File: config.mk
export PLATFORM = sky130hd
export DESIGN_NAME = fsd_dist
export DESIGN_NICKNAME = d
export VERILOG_FILES = /design/src/hdl/floyd_steinberg_palette_dither_top_macros.svh /design/src/hdl/fsd_pkg.sv /design/src/hdl/fsd_dist.sv
export SDC_FILE = /design/constraint.sdc
export NUM_CORES = 1
export LEC_CHECK = 0
export BUFFER_PORTS_ARGS = -buffer_cell sky130_fd_sc_hd__buf_2
export CORE_AREA = 5 5 144 160
export CTS_BUF_LIST = sky130_fd_sc_hd__clkbuf_2 sky130_fd_sc_hd__clkbuf_4 sky130_fd_sc_hd__clkbuf_8
export CTS_CLUSTER_DIAMETER = 120
export CTS_CLUSTER_SIZE = 40
export DETAILED_ROUTE_END_ITERATION = 6
export DIE_AREA = 0 0 149 165
export PLACE_DENSITY = 0.8
export SETUP_SLACK_MARGIN = 0.05
export SYNTH_ARGS = -nofsm -noshare
export SYNTH_HDL_FRONTEND = slang
export SYNTH_SLANG_ARGS = --single-unit
File: constraint.sdc
create_clock -name clk -period 8.21 [get_ports clk]
set_clock_uncertainty 0.05 [all_clocks]
set_input_delay 1.2315 -clock clk [delete_from_list [all_inputs] [get_ports clk]]
set_output_delay 1.2315 -clock clk [all_outputs]
set_load 0.05 [all_outputs]
File: src/hdl/floyd_steinberg_palette_dither_top_macros.svh
// assertion macros for the palette dither block
`ifndef FLOYD_STEINBERG_PALETTE_DITHER_TOP_MACROS_SVH
`define FLOYD_STEINBERG_PALETTE_DITHER_TOP_MACROS_SVH
`ifndef ASSERT_OFF
`define FSD_ASSERT_IMPL(label, clk, rstn, ante, cons) \
	label: assert property (@(posedge clk) disable iff (!rstn) (ante) |-> (cons)) \
		else $error("assertion failed");
`define FSD_ASSERT_NEXT(label, clk, rstn, ante, cons) \
	label: assert property (@(posedge clk) disable iff (!rstn) (ante) |=> (cons)) \
		else $error("assertion failed");
`else
`define FSD_ASSERT_IMPL(label, clk, rstn, ante, cons)
`define FSD_ASSERT_NEXT(label, clk, rstn, ante, cons)
`endif
`endif

File: src/hdl/fsd_pkg.sv
// shared types, constants and helpers of the palette dither block
package fsd_pkg;
	localparam int CH = 4;
	localparam int ERR_W = 11;
	localparam int DIST_W = 18;
	localparam int PSZ_W = 9;

	typedef logic [CH-1:0][7:0] rgba_t;
	typedef logic [CH-1:0][ERR_W-1:0] err4_t;

	typedef enum logic [2:0] {
		S_IDLE,
		S_ADJ,
		S_SRCH,
		S_DRN,
		S_PE,
		S_OUTW,
		S_UPD,
		S_WR2
	} state_t;

	localparam logic [1:0] REG_WIDTH = 2'd0;
	localparam logic [1:0] REG_HEIGHT = 2'd1;
	localparam logic [1:0] REG_PSIZE = 2'd2;

	// divide by sixteen, truncating toward zero
	function automatic logic signed [ERR_W-1:0] div16(input logic signed [12:0] v);
		logic signed [12:0] a;
		a = v + ((v < 13'sd0) ? 13'sd15 : 13'sd0);
		return ERR_W'(a >>> 4);
	endfunction
endpackage

File: src/hdl/fsd_dist.sv
// registered squared rgba distance unit shared by every palette compare
module fsd_dist (
	input  logic                        clk,
	input  fsd_pkg::rgba_t              pix,
	input  fsd_pkg::rgba_t              ent,
	output logic [fsd_pkg::DIST_W-1:0]  dist_q
);
	import fsd_pkg::*;

	logic [DIST_W-1:0] sum;

	always_comb begin
		logic signed [8:0] d;
		logic [15:0] sq;
		sum = '0;
		for (int c = 0; c < CH; c++) begin
			d = $signed({1'b0, pix[c]}) - $signed({1'b0, ent[c]});
			sq = 16'(d * d);
			sum = sum + DIST_W'(sq);
		end
	end

	always_ff @(posedge clk) begin
		dist_q <= sum;
	end
endmodule

## Yosys cells after proc, flatten, opt, wreduce, memory -nomap -nowiden

Index checks and enable logic that the tools add are counted.

- Add/subtract/negate cells: 7
- $mul: 4

Operator list:

| operator | number |
|---|---|
| 9-bit by 9-bit multiplier with 16-bit output | 4 |
| 8-bit by 8-bit subtractor with 9-bit output | 4 |
| 17-bit by 16-bit adder with 18-bit output | 1 |
| 18-bit by 16-bit adder with 18-bit output | 1 |
| 16-bit by 16-bit adder with 17-bit output | 1 |

- Bits of input ports: 65
- Register bits after elaboration: 18

## Longest topological paths before layout

Gate-level depths: netlist of the first run.

- Depth after elaboration: 5
- Mapped depth: 38
- Gate-level depth less buffers: 38

## Least setup slack after synthesis of the first run

No wires, ideal clock.

- Kind: in2reg
- Start: input pix[24] in the netlist's numbering
- End: register dist_q[16] in the netlist's numbering
- Arrival time: 8802 ps
- Data required time: 8037 ps
- Cell stages on the path: 35
- Slack: -766 ps
- Path through: inv_1 -> ha_1 -> inv_1 -> fa_1 -> a21o_2 -> a21oi_4 -> o21ai_0 -> a2111o_1 -> nand2_1 -> inv_1 -> fa_1 -> inv_1 -> fa_1 -> inv_1 -> fa_1 -> fa_1 -> inv_1 -> fa_1 -> inv_1 -> ha_1 -> a21oi_1 -> o21ai_0 -> or3_1 -> a21oi_1 -> xnor2_1 -> fa_1 -> inv_1 -> fa_1 -> inv_1 -> ha_1 -> a21oi_1 -> o21ai_0 -> a21oi_1 -> a21oi_1 -> xor2_1

- Word-level cells in the longest chain between the ends: 3

RTL lines:

| what | line | source |
|---|---|---|
| start, declared | fsd_dist.sv:4 | `input fsd_pkg::rgba_t pix,` |
| 8-bit by 8-bit subtractor with 9-bit output | fsd_dist.sv:17 | `d = $signed({1'b0, pix[c]}) - $signed({1'b0, ent[c]});` |
| 9-bit by 9-bit multiplier with 16-bit output | fsd_dist.sv:18 | `sq = 16'(d * d);` |
| 18-bit by 16-bit adder with 18-bit output | fsd_dist.sv:19 | `sum = sum + DIST_W'(sq);` |
| named net sum[16] | fsd_dist.sv:10 | `logic [DIST_W-1:0] sum;` |
| end signal, assigned | fsd_dist.sv:24 | `dist_q <= sum;` |
| end, declared | fsd_dist.sv:6 | `output logic [fsd_pkg::DIST_W-1:0] dist_q` |

The timed path passes the listed nets, and every way through them passes these cells.

## Final worst setup path of the first run

- Start: input pix[0] in the netlist's numbering
- End: register dist_q[15] in the netlist's numbering

- Word-level cells in the longest chain between the ends: 5

RTL lines:

| what | line |
|---|---|
| 8-bit by 8-bit subtractor with 9-bit output | fsd_dist.sv:17 |
| 9-bit by 9-bit multiplier with 16-bit output | fsd_dist.sv:18 |
| 16-bit by 16-bit adder with 17-bit output | fsd_dist.sv:19 |
| 17-bit by 16-bit adder with 18-bit output | fsd_dist.sv:19 |
| 18-bit by 16-bit adder with 18-bit output | fsd_dist.sv:19 |
| named net sum[15] | fsd_dist.sv:10 |

The timed path passes the listed nets, and every way through them passes these cells.

==> run_results.csv, run 1 <==
group,metric,value,unit
synthesis,syn_inst,1389,
layout,largest_register_ffs,18,
route,wl_met1,12900,um
cts,root_buffer,"clkbuf_8",
synthesis,synth-xor-area-share,8.34,%
synthesis,synth.distinct_cells,57,
floorplan,fp.dieW,149,um
hold_path,hold_path_class,"in2reg",
timing,finalCritPeriodShare,110,%
global_route,grt_pass1_wl,55400,um
timing,rsz0062_at_grt,"true",
synthesis,async_reset_ff_share,0,%
floorplan,core,21200,um2
layout,largestRegisters,"dist_q (18)",
route,wl_met2,19300,um
synthesis,synth_top_family_by_area,"adder cells",
route,drt-initial-drc-count,745,
setup_path,worst_setup_path_start_kind,"primary input",
cts,holdBufCountCts,0,
layout,drive_above_1_share,32.3,%
global_route,grt_pass1_vias,12500,
route,top_layer,"met4",
timing,layout_min_cycle_time,9020,ps
setup_path,critPathSlowestCell,"fa_1",
place,hpwl,26000,um
setup_path,arrival,9110,ps
synthesis,yosysMostFrequentCell,"inv_1",
route,wl_met3,2180,um
synthesis,syn_avg_cell_area,8.90,um2
place,place_ws,-1010,ps
outcome,status,"finished with violations",
global_route,antenna_found_initial,0,
place,numPlacedInstances,2006,
synthesis,yosys_warnings,0,
synthesis,yosys.area.top_type,"fa_1",
layout,instances_no_fill,2044,
route,vias,11200,
timing,maxSlewHeadroom,53.4,%
layout,num_antenna_cells,0,
cts,clockBufferDepth,2,
timing,hold_viol_final,0,
route,drcViolationCount,0,
outcome,violations,"negative setup slack",
floorplan,die_area,24600,um2
synthesis,synth.area.mux_share,0.577,%
setup_path,crit_end,"dist_q[15]$_DFF_P_",
floorplan,start_util,58.4,%
place,gp_congestion,0.872,
setup_path,critical_path.max_fanout,3,
route,ant_nets,0,
synthesis,syn_nets,1881,
setup_path,startpoint,"pix[0]",
setup_path,path_common_cell,"fa_1",
synthesis,ys_ff_latch,18,
synthesis,ys.flop_type,"dfxtp_1",
synthesis,synth-compound-area-share,8.73,%
synthesis,netlist_area,12400,um2
global_route,grt_usage,27.6,%
floorplan,io_pins,83,
setup_path,criticalPathCategory,"in2reg",
cts,clock_sinks,18,
timing,whs,1720,ps
synthesis,yosys.area_share.simple,9.37,%
cts,cts_buffers,3,
floorplan,rows,56,
setup_path,end_kind,"register",
place,portBuffers,82,
run,drv_cap,0,
hold_path,hold_depth,4,
timing,drv_slew,0,
route,drtPass1Iterations,6,
synthesis,synth_fa_ha_area_share,57.6,%
synthesis,yosysSeqAreaShare,2.92,%
global_route,grt_remaining_overflow,0,
floorplan,die_height,165,um
timing,tightest_slew,692,ps
synthesis,ys_top_cells_by_count,"inv_1, fa_1, ha_1",
synthesis,synth_edf_count,0,
synthesis,synth_top_area_share,38.4,%
layout,fin_nets,2248,
timing,setup-violations-final,10,
layout,final_area,16300,um2
timing,fin_ws,-815,ps
cts,htree_levels,1,
setup_path,critPathMaxStageDelay,550,ps
cts,cts_tree,"built",
hold_path,hp-start,"ent[16]",
timing,max_clock_freq,111,MHz
place,postPlaceCellArea,15200,um2
route,wirelength,37500,um
setup_path,required,8300,ps
route,wl_per_cell,18.3,um
global_route,grt_max_degree,10,
layout,syn2layout_area_growth,32.2,%
layout,top_register,"dist_q",
cts,clk_pin_slew,70,ps
route,vias_per_cell,5.47,
synthesis,synth_area_leaders,"fa_1, ha_1, inv_1",
==> area by class of cell <==
cell class / instances / area, um2
tap: 290 / 363
timing repair buffer: 370 / 2640
sequential: 18 / 360
fill: 1204 / 4830
clock buffer: 3 / 41.3
multi-input combinational: 964 / 11400
inverter: 399 / 1530
==> per-layer routing <==
layer / global-route usage, % / vias up
met1: 29.5 / 5419
met3: 4.31 / 285
met2: 52.1 / 558
met5: 0 / -
li1: - / 4913
met4: 14.2 / 0
==> worst min-delay path by stage <==
| stage | endpoint | slack [ps] |
|---|---|---|
| finish | dist_q[0]$_DFF_P_ | 1720 |
| global route | dist_q[0]$_DFF_P_ | 1750 |
| CTS | dist_q[0]$_DFF_P_ | 1700 |
| detailed placement | dist_q[6] | 1650 |
| global placement | dist_q[6] | 1650 |
| floorplan | dist_q[0] | 1620 |
==> metrics by stage <==
| step | utilization (%) | setup TNS (ps) |
|---|---|---|
| 6_report | 77.2 | -5430 |
| 5_1_grt | 77.2 | -7180 |
| 4_1_cts | 75.2 | -1490 |
| 3_5_place_dp | 71.9 | -6190 |
| 3_3_place_gp | 71.9 | -4380 |
| 2_1_floorplan | - | -1410 |
==> logic make-up after synthesis <==
logic type / count (synthesis)
DFF: 18
and+or+nand+nor: 262
xor gates and xnor gates: 112
buffers and inverters: 407
muxes: 4
AOI/OAI and AO/OA: 159
adders and majority gates: 427
==> layout by cell type (no fill, tap or decap), types with 7 or more instances in the layout <==
cell type  count
a21o_1        18
a21oi_1       19
a21oi_2       22
a21oi_4        7
and2_1        17
buf_2         78
buf_4        279
buf_6         12
dfxtp_1       18
fa_1         229
fa_2           8
ha_1         166
ha_4          24
inv_1        355
inv_2         33
inv_4          7
nand2_1      100
nand2b_1      10
nor2_1        81
nor2_2         9
nor2b_1       10
nor3_1         7
o21a_1        15
o21ai_0       11
o21ai_1       10
o21ai_2       12
o21bai_1      11
xnor2_1       69
xnor2_2        9
xor2_1        20
xor2_2         8
==> critical path, delay by kind of cell <==
kind / cells / cell delay [ps]
adder cells (fa/ha/maj): 11 / 4080
buffers and inverters: 12 / 1200
XOR/XNOR: 2 / 220
AO/OA/AOI/OAI: 10 / 2120
AND/OR/NAND/NOR: 2 / 260
==> what timing repair did <==
item,in CTS,in global routing
gates cloned,0,0
pin swaps,96,76
setup buffers,22,16
resized for setup,114,66
setup endpoints to repair,9,10
Power of run 1 is left out: the tool's default activity adds up to more than one toggle a clock period on the data nets, which glitch-free logic cannot reach.
==> run 2, diff against run 1 <==
CORE_AREA = 5 5 143 159   (was 5 5 144 160)
DIE_AREA = 0 0 148 164   (was 0 0 149 165)
PLACE_DENSITY = 0.77   (was 0.8)
TNS_END_PERCENT = 20   (was not set)
clock period = 8.9 ns   (was 8.21 ns; I/O delays follow)
==> run 2 against run 1 <==
Net effect:
- the run still ends with negative setup slack left
- sequential share of layout area up 0.25 points
- critical path depth unchanged
- global-route usage down 5.5 points
- die area down 1.3%
- worst setup slack better by 750 ps
- cell count down 9.0%
- critical endpoint unchanged
- largest cell class unchanged
- highest routed layer unchanged
==> run_results.csv, run 2 (synthesis results as in run 1) <==
group,metric,value,unit
outcome,status,"finished with violations",
outcome,violations,"negative setup slack",
layout,layout_common_cells,"inv_1, fa_1, ha_1",
cts,clock_sinks,18,
timing,layout_min_cycle_time,8970,ps
floorplan,fp.dieW,148,um
timing,finalCritPeriodShare,101,%
global_route,antenna_found_initial,0,
floorplan,die_height,164,um
floorplan,core,21000,um2
layout,fin_nets,2093,
timing,setup-violations-final,4,
cts,clockBufferDepth,2,
setup_path,end_kind,"register",
route,drtPass1Iterations,5,
setup_path,path_common_cell,"inv_2",
floorplan,die_area,24300,um2
layout,drive_above_1_share,21.4,%
timing,rsz0062_at_grt,"true",
cts,htree_levels,1,
place,gp_congestion,0.883,
place,hpwl,23200,um
floorplan,rows,56,
setup_path,arrival,9070,ps
layout,final_common_cell,"inv_1",
layout,largest_register_ffs,18,
global_route,grt_pass1_vias,10300,
timing,fin_ws,-65.0,ps
layout,largestRegisters,"dist_q (18)",
floorplan,io_pins,83,
timing,maxSlewHeadroom,67.7,%
run,drv_cap,0,
global_route,grt_remaining_overflow,0,
timing,drv_slew,0,
setup_path,critPathSlowestCell,"fa_1",
layout,n_fill_cell,1548,
timing,max_clock_freq,112,MHz
timing,hold_viol_final,0,
route,drt-initial-drc-count,375,
layout,num_antenna_cells,0,
route,ant_nets,0,
layout,syn2layout_area_growth,18.8,%
route,vias,9426,
cts,cts_tree,"built",
route,vias_per_cell,5.07,
route,drcViolationCount,0,
global_route,grt_usage,22.0,%
layout,top_register,"dist_q",
layout,final_core_util,70.1,%
place,portBuffers,82,
place,place_ws,-380,ps
cts,clk_pin_slew,80,ps
place,postPlaceCellArea,14000,um2
route,wirelength,26600,um
setup_path,critical_path.max_fanout,4,
global_route,grt_max_degree,13,
setup_path,critPathMaxStageDelay,570,ps
cts,root_buffer,"clkbuf_8",
setup_path,crit_end,"dist_q[15]$_DFF_P_",
route,wl_per_cell,14.3,um
cts,cts_buffers,3,
layout,final_area,14700,um2
setup_path,worst_setup_path_start_kind,"primary input",
setup_path,required,9010,ps
floorplan,start_util,59.0,%
setup_path,criticalPathCategory,"in2reg",
hold_path,hold_path_class,"in2reg",
timing,tightest_slew,481,ps
setup_path,startpoint,"pix[0]",
global_route,grt_pass1_wl,44600,um
## run 2: cell count changes in the layout (fill, tap and decap cells not counted), sizes merged
cell and change:
buf -155, clkinvlp +1, inv -1
## run 2: metal layers
metal | share of wire [%] | track usage, % | wire length [um]
met5 | 0 | 0 | 0
met4 | 2.7 | 4.45 | 706
met3 | 3.4 | 1.30 | 890
met2 | 56 | 44.1 | 14700
met1 | 38 | 25.9 | 10200
## run 2: what timing repair did
item,4_1_cts,5_1_grt
cloned,0,0
gates resized for setup,16,91
buffers inserted,1,16
setup endpoints to repair,6,8
hold endpoints to repair,0,0
hold buffers,0,0
pin swaps,11,79
## run 2: critical path: cells and delay by family
kind | cells | cell delay (ps)
fa+ha+maj | 11 | 4660
simple gates | 3 | 570
xor+xnor | 2 | 230
compound gates | 10 | 1640
buf+inv | 11 | 610
## run 2: area by class of cell
| cell class | count | area (um2) | area share (%) |
|---|---|---|---|
| tap | 261 | 327 | 2.22 |
| multi-input combinational | 964 | 11000 | 74.9 |
| clock buffer | 3 | 41.3 | 0.281 |
| inverter | 399 | 1510 | 10.3 |
| timing repair buffer | 215 | 1440 | 9.82 |
| sequential | 18 | 360 | 2.45 |
## run 2: per-stage QoR
step	cells	hold WS [ps]	TNS [ps]
final	1860	1830	-99.1
after global routing	1860	1850	-1400
after CTS	1844	1810	-72.2
after detailed placement	1840	1750	-1930
after global placement	1840	1760	-910
after floorplan	1389	1720	0
## run 2: how the worst min path moves through the flow
stage               slack (ps)                end         startpoint  cells past startpoint
floorplan                 1720          dist_q[0]  dist_q[0]$_DFF_P_                      0
global placement          1760          dist_q[6]  dist_q[6]$_DFF_P_                      1
detailed placement        1750          dist_q[7]  dist_q[7]$_DFF_P_                      1
CTS                       1810  dist_q[0]$_DFF_P_            ent[16]                      4
global route              1850  dist_q[2]$_DFF_P_            ent[16]                      5
finish                    1830  dist_q[0]$_DFF_P_            ent[16]                      4
Power of run 2 is left out for the same reason.
==> run 3, diff against run 2 <==
ABC_AREA = 1   (was not set)
CORE_AREA = 5 5 205 227   (was 5 5 143 159)
DIE_AREA = 0 0 210 232   (was 0 0 148 164)
PLACE_DENSITY = 0.44   (was 0.77)
==> run 3 against run 2 <==
Net effect:
- cell count increased by 34%
- area after synthesis increased by 5.2%
- largest cell class unchanged
- via count increased by 13%
- synthesized cell count increased by 21%
- flip-flop and latch count unchanged
- the run now ends clean
- clock-buffer cell count increased by 1
- die area increased by 100%
- critical path type unchanged
==> run_results.csv, run 3 <==
group,metric,value,unit
outcome,status,"complete, no violations",
cts,htree_levels,1,
floorplan,start_util,29.5,%
global_route,grt_max_degree,11,
place,hpwl,28400,um
floorplan,rows,81,
layout,final_common_cell,"inv_1",
place,portBuffers,82,
cts,clock_sinks,18,
synthesis,ys.flop_type,"dfxtp_1",
layout,top_register,"dist_q",
timing,hold_viol_final,0,
layout,fin_nets,2403,
floorplan,fp.dieW,210,um
timing,maxSlewHeadroom,69.8,%
setup_path,arrival,8590,ps
floorplan,die_area,48700,um2
setup_path,worst_setup_path_start_kind,"primary input",
route,drcViolationCount,0,
layout,drive_above_1_share,20.0,%
synthesis,netlist_area,13000,um2
setup_path,required,9000,ps
run,drv_cap,0,
layout,largestRegisters,"dist_q (18)",
synthesis,yosys_warnings,0,
route,vias_per_cell,4.29,
timing,finalCritPeriodShare,95.4,%
synthesis,synth_area_leaders,"fa_1, ha_1, inv_1",
timing,max_clock_freq,118,MHz
synthesis,syn_nets,2167,
cts,root_buffer,"clkbuf_8",
global_route,antenna_found_initial,0,
synthesis,synth_edf_count,0,
route,drt-initial-drc-count,316,
route,vias,10700,
setup_path,critPathSlowestCell,"fa_1",
synthesis,yosysMostFrequentCell,"inv_1",
timing,drv_slew,0,
setup_path,critPathMaxStageDelay,530,ps
global_route,grt_usage,13.0,%
synthesis,synth.distinct_cells,43,
cts,clockBufferDepth,2,
route,ant_nets,0,
synthesis,ys_ff_latch,18,
route,wl_per_cell,12.3,um
place,gp_congestion,0.844,
timing,rsz0062_at_grt,"true",
cts,cts_tree,"built",
synthesis,async_reset_ff_share,0,%
synthesis,syn_inst,1675,
layout,syn2layout_area_growth,21.6,%
global_route,grt_pass1_vias,11600,
hold_path,hold_path_class,"in2reg",
place,numPlacedInstances,2486,
synthesis,synth_top_area_share,36.5,%
layout,instances_no_fill,2491,
floorplan,core,44000,um2
synthesis,syn_avg_cell_area,7.76,um2
synthesis,ys_top_cells_by_count,"inv_1, nand2_1, fa_1",
layout,largest_register_ffs,18,
timing,tightest_slew,452,ps
cts,cts_buffers,3,
cts,clk_pin_slew,70,ps
layout,layout_common_cells,"inv_1, nand2_1, fa_1",
route,wirelength,30600,um
global_route,grt_pass1_wl,53600,um
global_route,grt_remaining_overflow,0,
synthesis,yosysSeqAreaShare,2.77,%
timing,setup-violations-final,0,
setup_path,end_kind,"register",
layout,num_antenna_cells,0,
setup_path,critical_path.max_fanout,5,
setup_path,criticalPathCategory,"in2reg",
synthesis,yosys.area.top_type,"fa_1",
floorplan,die_height,232,um
floorplan,io_pins,83,
route,drtPass1Iterations,4,
timing,layout_min_cycle_time,8490,ps
## run 3: cell types whose count changed after synthesis, sizes merged, moves of 11 or more
| cell | change |
|---|---|
| inv | +98 |
| xnor2 | -61 |
| nor2 | +63 |
| nand4 | +12 |
| xor2 | +22 |
| or2 | +12 |
| nand2 | +163 |
| a21oi | +20 |
| and2 | -23 |
| o21a | -11 |
| o21ai | -17 |
| o21bai | -11 |
| nand3 | +65 |
| nor2b | -12 |
## run 3: path summary, 6_finish.rpt
check,start,endpoint,slack [ps],cells after the start
setup / recovery,pix[8],dist_q[10]$_DFF_P_,410,38
hold / removal,ent[16],dist_q[0]$_DFF_P_,1850,4
## run 3: kinds of logic after synthesis
family / after synthesis / synth area share, %
AND/OR/NAND/NOR: 537 / 17.5
buffers and inverters: 503 / 14.6
adder cells (fa/ha/maj): 427 / 54.8
AO/OA/AOI/OAI: 119 / 5.57
XOR/XNOR: 71 / 4.78
flip-flops: 18 / 2.77
## run 3: cell type report
| class | instances | area, um2 |
|---|---|---|
| inverter | 498 | 1870 |
| timing repair buffer | 236 | 1590 |
| fill | 4775 | 28200 |
| tap | 581 | 727 |
| sequential | 18 | 360 |
| clock buffer | 4 | 55.1 |
| multi-input combinational | 1154 | 11200 |
## run 3: worst max-delay path: cells and delay by family
| family | cells | cell delay, ps |
|---|---|---|
| buf+inv | 14 | 1250 |
| simple gates | 6 | 600 |
| fa+ha+maj | 12 | 4600 |
| xor+xnor | 3 | 470 |
| compound gates | 3 | 300 |
## run 3: what timing repair did
item / in CTS / in global routing
setup endpoints to repair: 0 / 8
gates resized for setup: 0 / 114
hold buffers: 0 / 0
setup buffers: 0 / 1
## run 3: routing by layer
layer / vias up / routed length [um] / part of all wire [%] / global-route usage (%)
li1: 5441 / - / - / -
met1: 5138 / 12800 / 42 / 15.7
met2: 80 / 16900 / 55 / 25.9
met3: 23 / 352 / 1.1 / 0.365
met4: 0 / 559 / 1.8 / 2.20
met5: - / 0 / 0 / 0
## run 3: through the flow
step	area [um2]	setup TNS [ps]	worst slack [ps]	utilization, %	hold slack, ps
after floorplan	13000	0	104	-	1720
after global placement	15300	-62.5	-33.3	34.7	1760
after detailed placement	15300	-205	-98.2	34.7	1750
after CTS	15300	0	153	34.8	1870
after global routing	15800	-23.4	-18.4	35.9	1910
final	15800	0	409	35.9	1850
Power of run 3 is left out for the same reason.
